`config.mk`:
```
export PLATFORM = sky130hd
export DESIGN_NAME = bs_cell
export DESIGN_NICKNAME = d
export VERILOG_FILES = /design/src/hw/rtl/bs_pkg.sv /design/src/hw/rtl/bs_cell.sv
export SDC_FILE = /design/constraint.sdc
export NUM_CORES = 1
export LEC_CHECK = 0
export ABC_AREA = 1
export BUFFER_PORTS_ARGS = -buffer_cell sky130_fd_sc_hd__buf_2
export CAP_MARGIN = 20
export CORE_AREA = 10 10 107 85
export CTS_BUF_LIST = sky130_fd_sc_hd__clkbuf_2 sky130_fd_sc_hd__clkbuf_4 sky130_fd_sc_hd__clkbuf_8
export DETAILED_ROUTE_END_ITERATION = 12
export DIE_AREA = 0 0 117 95
export GPL_TIMING_DRIVEN = 0
export PLACE_DENSITY = 0.68
export SLEW_MARGIN = 20
export SYNTH_ARGS = -nofsm -noshare
export SYNTH_HDL_FRONTEND = slang
export SYNTH_SLANG_ARGS = --single-unit
export TNS_END_PERCENT = 30
```
`constraint.sdc`:
```
create_clock -name i_clk -period 2.6 [get_ports i_clk]
set_input_delay 0.26 -clock i_clk [delete_from_list [all_inputs] [get_ports i_clk]]
set_output_delay 0.26 -clock i_clk [all_outputs]
set_load 0.005 [all_outputs]
```
`src/hw/rtl/bs_pkg.sv`:
```
// shared constants, types and codes for the bucket sorter
package bs_pkg;

    localparam int CAPACITY    = 64;
    localparam int MAX_BUCKETS = 16;

    localparam int VALUE_W  = 32;
    localparam int COUNT_W  = $clog2(CAPACITY + 1);
    localparam int BCFG_W   = 5;
    localparam int SPAN_W   = 16;
    localparam int BEFF_W   = $clog2(MAX_BUCKETS + 1);
    localparam int LIMIT_W  = BEFF_W + SPAN_W;
    localparam int STATUS_W = 2;
    localparam int CFG_IDX_W = 1;
    localparam int CFG_DATA_W = 16;

    localparam logic [BCFG_W-1:0] BUCKET_COUNT_RESET = BCFG_W'(10);
    localparam logic [SPAN_W-1:0] BUCKET_SPAN_RESET  = SPAN_W'(10);

    localparam logic [CFG_IDX_W-1:0] REG_BUCKET_COUNT = CFG_IDX_W'(0);
    localparam logic [CFG_IDX_W-1:0] REG_BUCKET_SPAN  = CFG_IDX_W'(1);

    localparam logic [STATUS_W-1:0] ST_OK       = STATUS_W'(0);
    localparam logic [STATUS_W-1:0] ST_TOO_BIG  = STATUS_W'(1);
    localparam logic [STATUS_W-1:0] ST_TOO_MANY = STATUS_W'(2);

    typedef enum logic [1:0] {
        S_LOAD,
        S_DRAIN,
        S_ERROR
    } t_state;

    typedef struct packed {
        logic insert;
        logic shift;
        logic clear;
    } t_cell_ctl;

endpackage

```
`src/hw/rtl/bs_cell.sv`:
```
// one cell of the sorted insertion chain
module bs_cell (
    input  logic                              i_clk,
    input  logic                              i_rst_n,
    input  bs_pkg::t_cell_ctl                 i_ctl,
    input  logic signed [bs_pkg::VALUE_W-1:0] i_sample,
    input  logic signed [bs_pkg::VALUE_W-1:0] i_left_value,
    input  logic                              i_left_valid,
    input  logic                              i_left_greater,
    input  logic signed [bs_pkg::VALUE_W-1:0] i_right_value,
    input  logic                              i_right_valid,
    output logic signed [bs_pkg::VALUE_W-1:0] o_value,
    output logic                              o_valid,
    output logic                              o_greater
);

    logic signed [bs_pkg::VALUE_W-1:0] r_value;
    logic                              r_valid;
    logic signed [bs_pkg::VALUE_W-1:0] n_value;
    logic                              n_valid;

    // an empty cell counts as above every value
    assign o_greater = !r_valid || (r_value > i_sample);
    assign o_value   = r_value;
    assign o_valid   = r_valid;

    always_comb begin
        n_value = r_value;
        n_valid = r_valid;
        if (i_ctl.clear) begin
            n_valid = 1'b0;
        end else if (i_ctl.shift) begin
            n_value = i_right_value;
            n_valid = i_right_valid;
        end else if (i_ctl.insert && o_greater) begin
            // stable: the new value lands after every stored value not above it
            if (i_left_greater) begin
                n_value = i_left_value;
                n_valid = i_left_valid;
            end else begin
                n_value = i_sample;
                n_valid = 1'b1;
            end
        end
    end

    always_ff @(posedge i_clk) begin
        if (!i_rst_n) begin
            r_valid <= 1'b0;
        end else begin
            r_valid <= n_valid;
        end
    end

    always_ff @(posedge i_clk) begin
        r_value <= n_value;
    end

endmodule

```
Word-level counts from Yosys, hierarchy flattened:

Index checks and enable logic that the tools add are counted.

* magnitude comparators: 1
* muxes and demuxes: 6
* bitwise logic cells: 2
* reductions and logical operators: 6

Operators with widths (number)
* $mux 32: 3
* $gt 32x32->1: 1
* $mux 1: 3
* $not 1->1: 2
* $reduce_and 2->1: 1
* $reduce_bool 2->1: 1
* $reduce_or 2->1: 1
* $logic_and 1x1->1: 1
* $logic_not 1->1: 1
* $logic_or 1x1->1: 1

* register bits: 33
* bits of input ports: 104
* output and inout port bits: 34

Logic depth before layout (Yosys ltp):

Gate-level depths: netlist of run 1.

* word-level depth: 5
* mapped depth: 19
* mapped depth without buffers: 19

Worst setup path after synthesis of run 1:

No wires, ideal clock.

* path type: register -> register
* from: register r_value, in the netlist o_value[31]
* to: register r_value, in the netlist o_value[0], enable pin
* arrival: 2.491 ns
* required time: 2.200 ns
* slack: -0.291 ns
* stages on the path, launching flop included: 14
* buffers on the path: 0
* cells stage by stage: edfxtp_1 -> ha_1 -> nand2_1 -> inv_2 -> nand3_2 -> nor2_2 -> nand3_2 -> nor2_2 -> nand2_1 -> a21oi_1 -> nand2_1 -> nand2_2 -> nand2_2 -> a21oi_2

* longest elaborated chain between the ends: 5

RTL lines
* from (decl): line bs_cell.sv:17 `logic signed [bs_pkg::VALUE_W-1:0] r_value;`
* from (signal assigned): line bs_cell.sv:56 `r_value <= n_value;`
* $gt 32x32->1: line bs_cell.sv:23 `assign o_greater = !r_valid || (r_value > i_sample);`
* $logic_or 1x1->1: line bs_cell.sv:23
* named net o_greater: line bs_cell.sv:14 `output logic o_greater`
* $logic_and 1x1->1: line bs_cell.sv:35 `end else if (i_ctl.insert && o_greater) begin`
* $reduce_bool 2->1 (no line)
* $reduce_and 2->1 (no line)

The timed path passes the listed nets, and every way through them passes these cells.
A chain may end at the register's enable or synchronous reset.

Worst setup path after layout of run 1:

* from: register r_value, in the netlist o_value[27]
* to: register r_value, in the netlist o_value[7], enable pin

* longest elaborated chain between the ends: 5

RTL lines (line)
* $gt 32x32->1: bs_cell.sv:23
* $logic_or 1x1->1: bs_cell.sv:23
* $logic_and 1x1->1: bs_cell.sv:35
* $reduce_bool 2->1 (no line)
* $reduce_and 2->1 (no line)

Every way passes these cells.

==> PnR_summary.wiki, run 1 <==
{| class="wikitable"
! Metric !! Value
|-
| Run status || finished, final reports clean
|-
| Compound-gate portion of the synthesized area || 21.63%
|-
| Wire length of the first global-routing pass || 13850 µm
|-
| Overflow after GRT || 0
|-
| Critical path required time || 2.60 ns
|-
| Placed cells || 534
|-
| Cell area after synthesis || 2626 µm²
|-
| CTS tree || built
|-
| Crit path max-delay cell type || sky130_fd_sc_hd__edfxtp_1
|-
| Buffer cell driving the clock tree root || sky130_fd_sc_hd__clkbuf_8
|-
| Slew Limit Fails || 0
|-
| Crit Path Category || reg2reg
|-
| Stage delay of the slowest cell on the critical path || 0.43 ns
|-
| Fraction of power consumed by the clock network || 28.4%
|-
| End of the worst hold path || o_valid
|-
| Worst-Skew Late Latency || 0.29 ns
|-
| Number of hold-slack violations in the final timing report || 0
|-
| Power share of the sequential group || 42.7%
|-
| Critical path endpoint category || register
|-
| Commonest register cell after synthesis || sky130_fd_sc_hd__edfxtp_1
|-
| Slew at the pin closest to its max-slew limit || 0.7283 ns
|-
| Minimum clock period after layout || 2.456 ns
|-
| Worst clock skew || 0.005867 ns
|-
| Total Negative Setup Slacks || 0 ns
|-
| Count of standard-cell rows || 27
|-
| Register-to-register setup slack || 0.14 ns
|-
| Global placement routability congestion || 0.8066
|-
| Number of global-route vias before repair || 2821
|-
| Die outline width || 117 µm
|-
| WP data arrival || 2.46 ns
|-
| Average wire per standard cell || 16.56 µm
|-
| Number of instances on the worst hold path || 3
|-
| Sum of routed wire length over all layers || 9160 µm
|-
| Cell Int Power || 0.001084 W
|-
| Count of synthesis-stage warnings from yosys || 0
|-
| Cell variety after synth || 26
|-
| Reported max-cap violation count || 0
|-
| Worst hold-check path type || in2reg
|-
| Clock Pin Slew Worst Setup and Hold Paths || 0.07 ns
|-
| CTS H-tree depth || 2
|-
| Remaining max-slew budget at the tightest pin || 51.45%
|-
| Reg2Reg Capture Point || o_value[7]
|-
| Clock sink count || 33
|-
| Startpoint types || register
|-
| Filler-free cell count of the finished design || 553
|-
| Maximum number of pins on one net before global-route repair || 12
|-
| Number of vias in the routed layout || 2689
|-
| Area of the die || 11120 µm²
|-
| XOR/XNOR Fraction of Synth Area || 0%
|-
| Initial core utilization || 37.02%
|-
| Syn nets || 448
|-
| Post-route core utilization || 51.85%
|-
| Mapped Avg Cell Area || 8.418 µm²
|-
| Source of the worst hold timing path || i_rst_n
|-
| Overall fraction of global-route tracks in use || 15.80%
|-
| Reg2reg start || o_value[27]
|-
| Vias per cell || 4.863
|-
| CP max FO || 4
|-
| Port Buffers || 135
|-
| Count of antenna-violating nets left after detailed routing || 0
|-
| First DRT Iteration DRCs || 121
|-
| Total DRC errors in the routed layout || 0
|-
| Clock Path Buffers || 2
|-
| Final clock period utilization by the worst path || 94.46%
|-
| Number of flops mapped to enable cells by yosys || 32
|-
| Cts bufs inserted || 5
|-
| Post-Syn Instances || 312
|-
| Worst IR drop on VDD || 216.9 µV
|-
| Combinational family with the most area after synthesis || compound AO/OA/AOI/OAI gates
|-
| Post-synthesis simple-gate area fraction || 16.20%
|-
| LEAKAGE || 1.832 nW
|-
| Antenna violations before repair || 1
|-
| Logic depth of the worst register-to-register path || 14
|-
| Share of layout cells above drive strength 1 || 37.20%
|-
| Detailed Routing Iterations Pass 1 || 4
|-
| Final worst hold slack || 0.2309 ns
|-
| Number of storage elements in the synthesis netlist || 33
|-
| FFs w/ async S/R, synth || 0%
|-
| Adder-Cell Fraction of Synth Area || 15.25%
|-
| Net Sw Frac || 29.34%
|-
| Boundary pin count || 138
|-
| Final Net Count || 600
|-
| Power density of the placed cells || 417.2 nW/µm²
|-
| Chip height || 95 µm
|-
| Total setup violations reported at the end of the flow || 0
|-
| Combinational share of power || 28.9%
|-
| Number of buffers added to fix hold violations after cts || 0
|-
| Cell Chain, Critical Path || ha_4, nand2_1, inv_2, nand3_2, nor2_4, nand3_2, nor2_2, nand2_2, a21oi_2, nand2_1, nand2_2, nand2_4, a21oi_4, buf_4
|-
| Upper clock frequency limit || 407.2 MHz
|-
| Area Growth Syn to Fin || 40.07%
|-
| Mux cell area share after synthesis || 0%
|-
| Std-Cell Core Area || 7094 µm²
|-
| Fraction of the yosys area taken by sequential cells || 37.35%
|-
| P_sw || 0.0004503 W
|-
| DP Wirelength || 7084 µm
|}
-- final cells by class --
type | count | area, µm²
Antenna cell | 1 | 2.502
Buffer | 14 | 63.81
Tap cell | 87 | 108.9
Multi-Input combinational cell | 216 | 1464
Fill cell | 705 | 3416
Inverter | 50 | 187.7
Sequential cell | 33 | 980.9
Clock buffer | 8 | 97.59
Timing Repair Buffer | 144 | 773.2
-- placed cells by master, fill, tap and decap left out, types with 2 or more instances in the layout --
master / count
sky130_fd_sc_hd__a21o_1: 2
sky130_fd_sc_hd__a21oi_1: 17
sky130_fd_sc_hd__a21oi_2: 2
sky130_fd_sc_hd__a21oi_4: 2
sky130_fd_sc_hd__buf_2: 135
sky130_fd_sc_hd__buf_4: 7
sky130_fd_sc_hd__clkbuf_1: 11
sky130_fd_sc_hd__clkbuf_4: 2
sky130_fd_sc_hd__clkbuf_8: 7
sky130_fd_sc_hd__edfxtp_1: 32
sky130_fd_sc_hd__ha_1: 30
sky130_fd_sc_hd__ha_4: 2
sky130_fd_sc_hd__inv_1: 47
sky130_fd_sc_hd__inv_2: 3
sky130_fd_sc_hd__nand2_1: 68
sky130_fd_sc_hd__nand2_2: 3
sky130_fd_sc_hd__nand3_1: 2
sky130_fd_sc_hd__nand3_2: 3
sky130_fd_sc_hd__nand4_1: 3
sky130_fd_sc_hd__nor2_1: 15
sky130_fd_sc_hd__o211ai_1: 29
sky130_fd_sc_hd__o21a_1: 29
sky130_fd_sc_hd__o21ai_0: 2
-- metal layers --
layer | global-route usage, % | up-vias | share of wire (%)
met5 | 0 | - | 0
met4 | 5.441 | 0 | 1.5
met3 | 5.577 | 11 | 9.8
met2 | 25.95 | 108 | 46
met1 | 18.81 | 1198 | 43
li1 | - | 1372 | -
-- sequential cells by signal, indices dropped and copies added (netlist names) --
| signal | count |
|---|---|
| o_value | 32 |
| o_valid | 1 |
-- critical path: cells and delay by family, from the launching register on --
kind / cells / cell delay (ns)
and+or+nand+nor: 9 / 0.80
adders and majority gates: 1 / 0.30
DFF: 1 / 0.43
AOI/OAI and AO/OA: 2 / 0.39
buffers and inverters: 2 / 0.26
-- stage by stage --
step	power (W)	instance area [µm²]	worst slack [ns]
global placement	0.001066	3418	-0.3557
detailed placement	0.001077	3418	-0.4056
global route	0.001633	3679	-0.03642
floorplan	0.0008951	2634	0.08570
CTS	0.001535	3590	0.1578
finish	0.001535	3679	0.1440
-- worst max path at each step --
stage                 start          end  slack, ns  depth (start not counted)
2_1_floorplan   o_value[31]   o_value[0]       0.09                         13
3_3_place_gp   i_sample[31]  o_value[21]      -0.36                         15
3_5_place_dp    o_value[31]  o_value[18]      -0.41                         13
4_1_cts         o_value[31]   o_value[5]       0.16                         14
5_1_grt         o_value[21]  o_value[10]      -0.04                         14
6_report        o_value[27]   o_value[7]       0.14                         14
-- what timing repair did --
action	CTS	global route
pin swaps	2	2
endpoints found under the setup margin	32	32
resized for setup	1	8
setup buffers	6	2
cloned	1	1
-- cell families (layout without fill, tap and decap cells) --
kind of cell / after synthesis / in the layout
adders and majority gates: 32 / 32
buffers and inverters: 64 / 216
and+or+nand+nor: 101 / 101
AOI/OAI and AO/OA: 82 / 83
DFF: 33 / 33
other: 0 / 1
-- synth_stat cells, types with 2 or more instances --
| cell | count | area (µm²) |
|---|---|---|
| sky130_fd_sc_hd__a21o_1 | 2 | 15.01 |
| sky130_fd_sc_hd__a21oi_1 | 18 | 90.09 |
| sky130_fd_sc_hd__a21oi_2 | 2 | 17.52 |
| sky130_fd_sc_hd__clkbuf_1 | 11 | 41.29 |
| sky130_fd_sc_hd__edfxtp_1 | 32 | 960.9 |
| sky130_fd_sc_hd__ha_1 | 32 | 400.4 |
| sky130_fd_sc_hd__inv_1 | 48 | 180.2 |
| sky130_fd_sc_hd__inv_2 | 2 | 7.510 |
| sky130_fd_sc_hd__nand2_1 | 69 | 259.0 |
| sky130_fd_sc_hd__nand2_2 | 3 | 18.77 |
| sky130_fd_sc_hd__nand3_1 | 3 | 15.01 |
| sky130_fd_sc_hd__nand3_2 | 2 | 20.02 |
| sky130_fd_sc_hd__nand4_1 | 3 | 18.77 |
| sky130_fd_sc_hd__nor2_1 | 15 | 56.30 |
| sky130_fd_sc_hd__nor2_2 | 2 | 12.51 |
| sky130_fd_sc_hd__o211ai_1 | 29 | 217.7 |
| sky130_fd_sc_hd__o21a_1 | 29 | 217.7 |
| sky130_fd_sc_hd__o21ai_0 | 2 | 10.01 |
-- power groups by stage --
stage	Clock, W	Sequential (W)	Combinational [W]
after global placement	0	0.000664	0.000401
after global routing	0.000470	0.000659	0.000504
final	0.000436	0.000655	0.000444
after CTS	0.000450	0.000654	0.000431
after floorplan	0	0.000668	0.000227
after detailed placement	0	0.000667	0.000410
Note: power is estimated with default switching activity, not from simulation.
==> run 2, diff against run 1 <==
--- a/config.mk
+++ b/config.mk
@@ -13,8 +13,8 @@
 export DETAILED_ROUTE_END_ITERATION = 12
 export DIE_AREA = 0 0 117 95
 export GPL_TIMING_DRIVEN = 0
-export PLACE_DENSITY = 0.68
-export SLEW_MARGIN = 20
+export PLACE_DENSITY = 0.66
+export SLEW_MARGIN = 30
 export SYNTH_ARGS = -nofsm -noshare
 export SYNTH_HDL_FRONTEND = slang
 export SYNTH_SLANG_ARGS = --single-unit
==> constraint.sdc (replaced) <==
create_clock -name i_clk -period 2.7 [get_ports i_clk]
set_input_delay 0.27 -clock i_clk [delete_from_list [all_inputs] [get_ports i_clk]]
set_output_delay 0.27 -clock i_clk [all_outputs]
set_load 0.005 [all_outputs]
==> PnR_summary.wiki, run 2 (synthesis gave the netlist of run 1 again) <==
{| class="wikitable"
! Metric !! Value
|-
| Run status || finished, final reports clean
|-
| Number of buffers added to fix hold violations after cts || 0
|-
| Share of layout cells above drive strength 1 || 34.93%
|-
| Upper clock frequency limit || 413.1 MHz
|-
| Chip height || 95 µm
|-
| Std-Cell Core Area || 7094 µm²
|-
| Register-to-register setup slack || 0.28 ns
|-
| Maximum number of pins on one net before global-route repair || 17
|-
| Overall fraction of global-route tracks in use || 15.61%
|-
| Detailed Routing Iterations Pass 1 || 4
|-
| Overflow after GRT || 0
|-
| Count of standard-cell rows || 27
|-
| Placed cells || 535
|-
| Clock Pin Slew Worst Setup and Hold Paths || 0.08 ns
|-
| Total inserted antenna cells || 0
|-
| Crit path max-delay family || simple AND/OR/NAND/NOR gates
|-
| Worst-Skew Late Latency || 0.28 ns
|-
| Cell Chain, Critical Path || ha_1, nand2_1, inv_2, nand3_2, nor2_2, nand3_2, nor2_2, nand2_1, a21oi_1, nand2_1, nand2_2, nand2_2, a21oi_4, buf_16
|-
| Reg2reg start || o_value[31]
|-
| Crit path top cell by count || sky130_fd_sc_hd__nand2_1
|-
| Area Growth Syn to Fin || 36.11%
|-
| Buffer cell driving the clock tree root || sky130_fd_sc_hd__clkbuf_8
|-
| Clock Path Buffers || 2
|-
| WP data arrival || 2.41 ns
|-
| Critical path required time || 2.69 ns
|-
| Critical path endpoint category || register
|-
| Highest-count cells in the layout ignoring fill and taps || sky130_fd_sc_hd__buf_2 (135), sky130_fd_sc_hd__nand2_1 (69), sky130_fd_sc_hd__inv_1 (48)
|-
| Wire length of the first global-routing pass || 13690 µm
|-
| Remaining max-slew budget at the tightest pin || 59.99%
|-
| Clock sink count || 33
|-
| Total setup violations reported at the end of the flow || 0
|-
| Sum of routed wire length over all layers || 8686 µm
|-
| Vias per cell || 4.747
|-
| End of the worst hold path || o_value[27]
|-
| Number of hold-slack violations in the final timing report || 0
|-
| Crit Path Category || reg2reg
|-
| LEAKAGE || 1.801 nW
|-
| Total DRC errors in the routed layout || 0
|-
| Worst hold-check path type || in2reg
|-
| Setup repair after global routing missed its margin || no
|-
| First DRT Iteration DRCs || 95
|-
| Global placement routability congestion || 0.7913
|-
| Reported max-cap violation count || 0
|-
| Average wire per standard cell || 15.94 µm
|-
| Number of vias in the routed layout || 2587
|-
| Number of global-route vias before repair || 2772
|-
| Port Buffers || 135
|-
| Post-route core utilization || 50.39%
|-
| Minimum clock period after layout || 2.420 ns
|-
| Antenna violations before repair || 0
|-
| Reg2Reg Capture Point || o_value[18]
|-
| Number of instances on the worst hold path || 2
|-
| CP max FO || 16
|-
| Most common cell after layout, fill and taps aside || sky130_fd_sc_hd__buf_2
|-
| Slew Limit Fails || 0
|-
| Crit path max-delay cell type || sky130_fd_sc_hd__edfxtp_1
|-
| Source of the worst hold timing path || i_right_value[27]
|-
| DP Wirelength || 7124 µm
|-
| Filler-free cell count of the finished design || 545
|-
| Worst clock skew || 0.007259 ns
|-
| Tot Pwr || 0.001465 W
|-
| Cts bufs inserted || 5
|-
| DP Worst Slack || -0.09538 ns
|-
| Slew at the pin closest to its max-slew limit || 0.6001 ns
|-
| Total Negative Setup Slacks || 0 ns
|-
| Number of flip-flops under the largest register name || 32
|-
| Worst IR drop on VDD || 174.6 µV
|-
| Area of the die || 11120 µm²
|-
| Die outline width || 117 µm
|-
| Final worst-path setup slack || 0.2795 ns
|-
| CTS tree || built
|-
| Buffers plus inverters on the worst setup path || 2
|-
| Count of antenna-violating nets left after detailed routing || 0
|-
| Startpoint types || register
|-
| Final clock period utilization by the worst path || 89.65%
|-
| CTS H-tree depth || 2
|-
| Initial core utilization || 37.02%
|-
| Logic depth of the worst register-to-register path || 14
|-
| Stage delay of the slowest cell on the critical path || 0.41 ns
|-
| Final Net Count || 593
|-
| Boundary pin count || 138
|-
| Power density of the placed cells || 409.9 nW/µm²
|}
==> run 2: area by class of cell <==
class / instances / area (µm²)
timing repair buffer: 138 / 730.7
tap: 87 / 108.9
multi-input combinational: 215 / 1401
sequential: 33 / 980.9
fill: 696 / 3520
buffer: 14 / 63.81
clock inverter: 1 / 5.005
inverter: 50 / 187.7
clock buffer: 7 / 96.34
==> run 2: per-layer routing <==
| layer | part of all wire (%) | track usage, % | routed length [µm] |
|---|---|---|---|
| met4 | 0.81 | 3.491 | 70 |
| met2 | 46 | 26.41 | 4000 |
| met5 | 0 | 0 | 0 |
| met1 | 44 | 18.56 | 3839 |
| met3 | 8.9 | 5.640 | 775 |
==> run 2: worst max path at each step <==
stage / from / slack, ns / endpoint / depth (start not counted)
final: o_value[31] / 0.28 / o_value[18] / 14
after global routing: o_value[27] / 0.02 / o_value[14] / 14
after CTS: o_value[31] / 0.23 / o_value[14] / 14
after detailed placement: o_value[31] / -0.1 / o_value[8] / 14
after global placement: i_sample[31] / -0.30 / o_value[8] / 15
after floorplan: o_value[31] / 0.19 / o_value[0] / 13
==> run 2: power by group <==
part | switching [W] | internal [W]
clock network | 0.000199 | 0.000231
logic | 0.000212 | 0.000194
registers | 0.0000191 | 0.000610
total | 0.000430 | 0.00104
==> run 2: per-stage QoR <==
step | hold slack, ns | cell area [µm²]
2_1_floorplan | 0.4254 | 2634
3_3_place_gp | 0.5394 | 3418
3_5_place_dp | 0.5448 | 3446
4_1_cts | 0.2469 | 3575
5_1_grt | 0.2424 | 3575
6_report | 0.2509 | 3575
==> run 2: timing repair <==
action | 4_1_cts | 5_1_grt
resized for setup | 0 | 0
pin swaps | 1 | 1
hold endpoints to repair | 0 | 0
setup buffers | 2 | 0
setup endpoints to repair | 16 | 10
==> run 3, diff against run 2 <==
==> constraint.sdc (replaced) <==
create_clock -name i_clk -period 2.35 [get_ports i_clk]
set_input_delay 0.235 -clock i_clk [delete_from_list [all_inputs] [get_ports i_clk]]
set_output_delay 0.235 -clock i_clk [all_outputs]
set_load 0.005 [all_outputs]
==> PnR_summary.wiki, run 3 (synthesis gave the netlist of run 1 again) <==
{| class="wikitable"
! Metric !! Value
|-
| LEAKAGE || 1.878 nW
|-
| Maximum number of pins on one net before global-route repair || 13
|-
| Initial core utilization || 37.02%
|-
| Startpoint types || register
|-
| Buffer cell driving the clock tree root || sky130_fd_sc_hd__clkbuf_8
|-
| Cts bufs inserted || 5
|-
| Slew at the pin closest to its max-slew limit || 0.6097 ns
|-
| Share of layout cells above drive strength 1 || 38.25%
|-
| Final clock period utilization by the worst path || 102.3%
|-
| Highest-count cells in the layout ignoring fill and taps || sky130_fd_sc_hd__buf_2 (135), sky130_fd_sc_hd__nand2_1 (66), sky130_fd_sc_hd__inv_1 (47)
|-
| Overflow after GRT || 0
|-
| Clock sink count || 33
|-
| Average wire per standard cell || 15.97 µm
|-
| Number of hold-slack violations in the final timing report || 0
|-
| Total setup violations reported at the end of the flow || 33
|-
| Number of buffers added to fix hold violations after cts || 0
|-
| CP max FO || 6
|-
| Worst clock skew || 0.006077 ns
|-
| Worst hold-check path type || in2reg
|-
| Detailed Routing Iterations Pass 1 || 4
|-
| Number of vias in the routed layout || 2635
|-
| Std-Cell Core Area || 7094 µm²
|-
| Power density of the placed cells || 457.3 nW/µm²
|-
| Boundary pin count || 138
|-
| Die outline width || 117 µm
|-
| Chip height || 95 µm
|-
| WP data arrival || 2.41 ns
|-
| Upper clock frequency limit || 416.1 MHz
|-
| Most common cell after layout, fill and taps aside || sky130_fd_sc_hd__buf_2
|-
| Total inserted antenna cells || 0
|-
| Worst IR drop on VDD || 310.5 µV
|-
| Total DRC errors in the routed layout || 0
|-
| Count of antenna-violating nets left after detailed routing || 0
|-
| Reported max-cap violation count || 0
|-
| Number of flip-flops under the largest register name || 32
|-
| Minimum clock period after layout || 2.403 ns
|-
| Final worst-path setup slack || -0.05332 ns
|-
| Total Negative Setup Slacks || -1.469 ns
|-
| Critical path endpoint category || register
|-
| Global placement routability congestion || 0.7784
|-
| Area of the die || 11120 µm²
|-
| Wire length of the first global-routing pass || 13650 µm
|-
| Clock Path Buffers || 2
|-
| Setup repair after global routing missed its margin || yes
|-
| Area Growth Syn to Fin || 42.64%
|-
| Count of standard-cell rows || 27
|-
| Critical path required time || 2.36 ns
|-
| Worst-Skew Late Latency || 0.28 ns
|-
| DP Wirelength || 7113 µm
|-
| Port Buffers || 135
|-
| Antenna violations before repair || 0
|-
| Overall fraction of global-route tracks in use || 15.34%
|-
| First DRT Iteration DRCs || 84
|-
| Number of global-route vias before repair || 2801
|-
| Final Net Count || 603
|-
| Run status || finished, violations left
|-
| Violations in the final reports || setup timing
|-
| Vias per cell || 4.748
|-
| Crit Path Category || reg2reg
|-
| Clock Pin Slew Worst Setup and Hold Paths || 0.08 ns
|-
| Slew Limit Fails || 0
|-
| Sum of routed wire length over all layers || 8862 µm
|-
| CTS H-tree depth || 2
|-
| Remaining max-slew budget at the tightest pin || 59.35%
|-
| Tot Pwr || 0.001713 W
|-
| CTS tree || built
|}
[run 3: cell types whose count changed in the layout (fill, tap and decap cells not counted), moves of 2 or more]
cell and delta:
sky130_fd_sc_hd__ha_4 +2, sky130_fd_sc_hd__buf_12 +2, sky130_fd_sc_hd__buf_4 +5, sky130_fd_sc_hd__ha_1 -2
sky130_fd_sc_hd__buf_6 +2, sky130_fd_sc_hd__nand2_1 -3, sky130_fd_sc_hd__clkbuf_4 +2, sky130_fd_sc_hd__nand2_2 +2
[run 3: area by class of cell]
class                   instances  area (µm²)
well taps                      87       108.9
multi-input cells             215        1464
flip-flops and latches         33       980.9
clock buffers                   8       97.59
inverters                      50       187.7
plain buffers                  14       63.81
fillers                       696        3348
repair buffers                148       843.3
[run 3: per-layer routing]
metal	GRT usage, %	routed length [µm]
met4	2.156	40
met2	25.43	4146
met3	5.260	809
met1	19.29	3866
met5	0	0
[run 3: through the flow]
stage | area, µm² | utilization, % | hold slack [ns] | worst slack (ns) | std cells
floorplan | 2634 | - | 0.3904 | -0.1609 | 312
global placement | 3418 | 48.18 | 0.5064 | -0.6156 | 534
CTS | 3662 | 51.62 | 0.2146 | -0.09749 | 552
detailed placement | 3446 | 48.57 | 0.5101 | -0.4584 | 535
finish | 3746 | 52.80 | 0.2202 | -0.05332 | 555
global route | 3746 | 52.80 | 0.2160 | -0.2239 | 555
[run 3: worst paths after layout]
check | start | endpoint | slack [ns] | depth (start not counted)
max | o_value[31] | o_value[31] | -0.05 | 15
min | i_rst_n | o_valid | 0.22 | 3
max reg2reg | o_value[31] | o_value[31] | -0.05 | 15
min reg2reg | o_valid | o_valid | 0.74 | 3
[run 3: what timing repair did]
item                       4_1_cts  5_1_grt
pin swaps                        7       10
gates cloned                     1        1
gates resized for setup          9       14
hold endpoints to repair         0        0
setup endpoints to repair       32       33
setup buffers                    9        4
[run 3: critical path, cell delays in order (launching register included)]
cell and delay [ns]:
sky130_fd_sc_hd__edfxtp_1 0.44, sky130_fd_sc_hd__ha_4 0.30, sky130_fd_sc_hd__nand2_2 0.04, sky130_fd_sc_hd__inv_2 0.05, sky130_fd_sc_hd__nand3_2 0.08, sky130_fd_sc_hd__nor2_4 0.14
sky130_fd_sc_hd__nand3_2 0.09, sky130_fd_sc_hd__nor2_2 0.13, sky130_fd_sc_hd__nand2_2 0.08, sky130_fd_sc_hd__a21oi_2 0.13, sky130_fd_sc_hd__nand2_2 0.07, sky130_fd_sc_hd__nand2_2 0.08
sky130_fd_sc_hd__nand2_4 0.06, sky130_fd_sc_hd__a21oi_4 0.14, sky130_fd_sc_hd__buf_12 0.15, sky130_fd_sc_hd__clkbuf_16 0.14
[run 3: power by group]
group / internal, W / leakage [nW] / switching, W
registers: 0.000701 / 0.312 / 0.0000240
logic: 0.000249 / 1.51 / 0.000254
clock network: 0.000263 / 0.0523 / 0.000222
total: 0.00121 / 1.88 / 0.000500
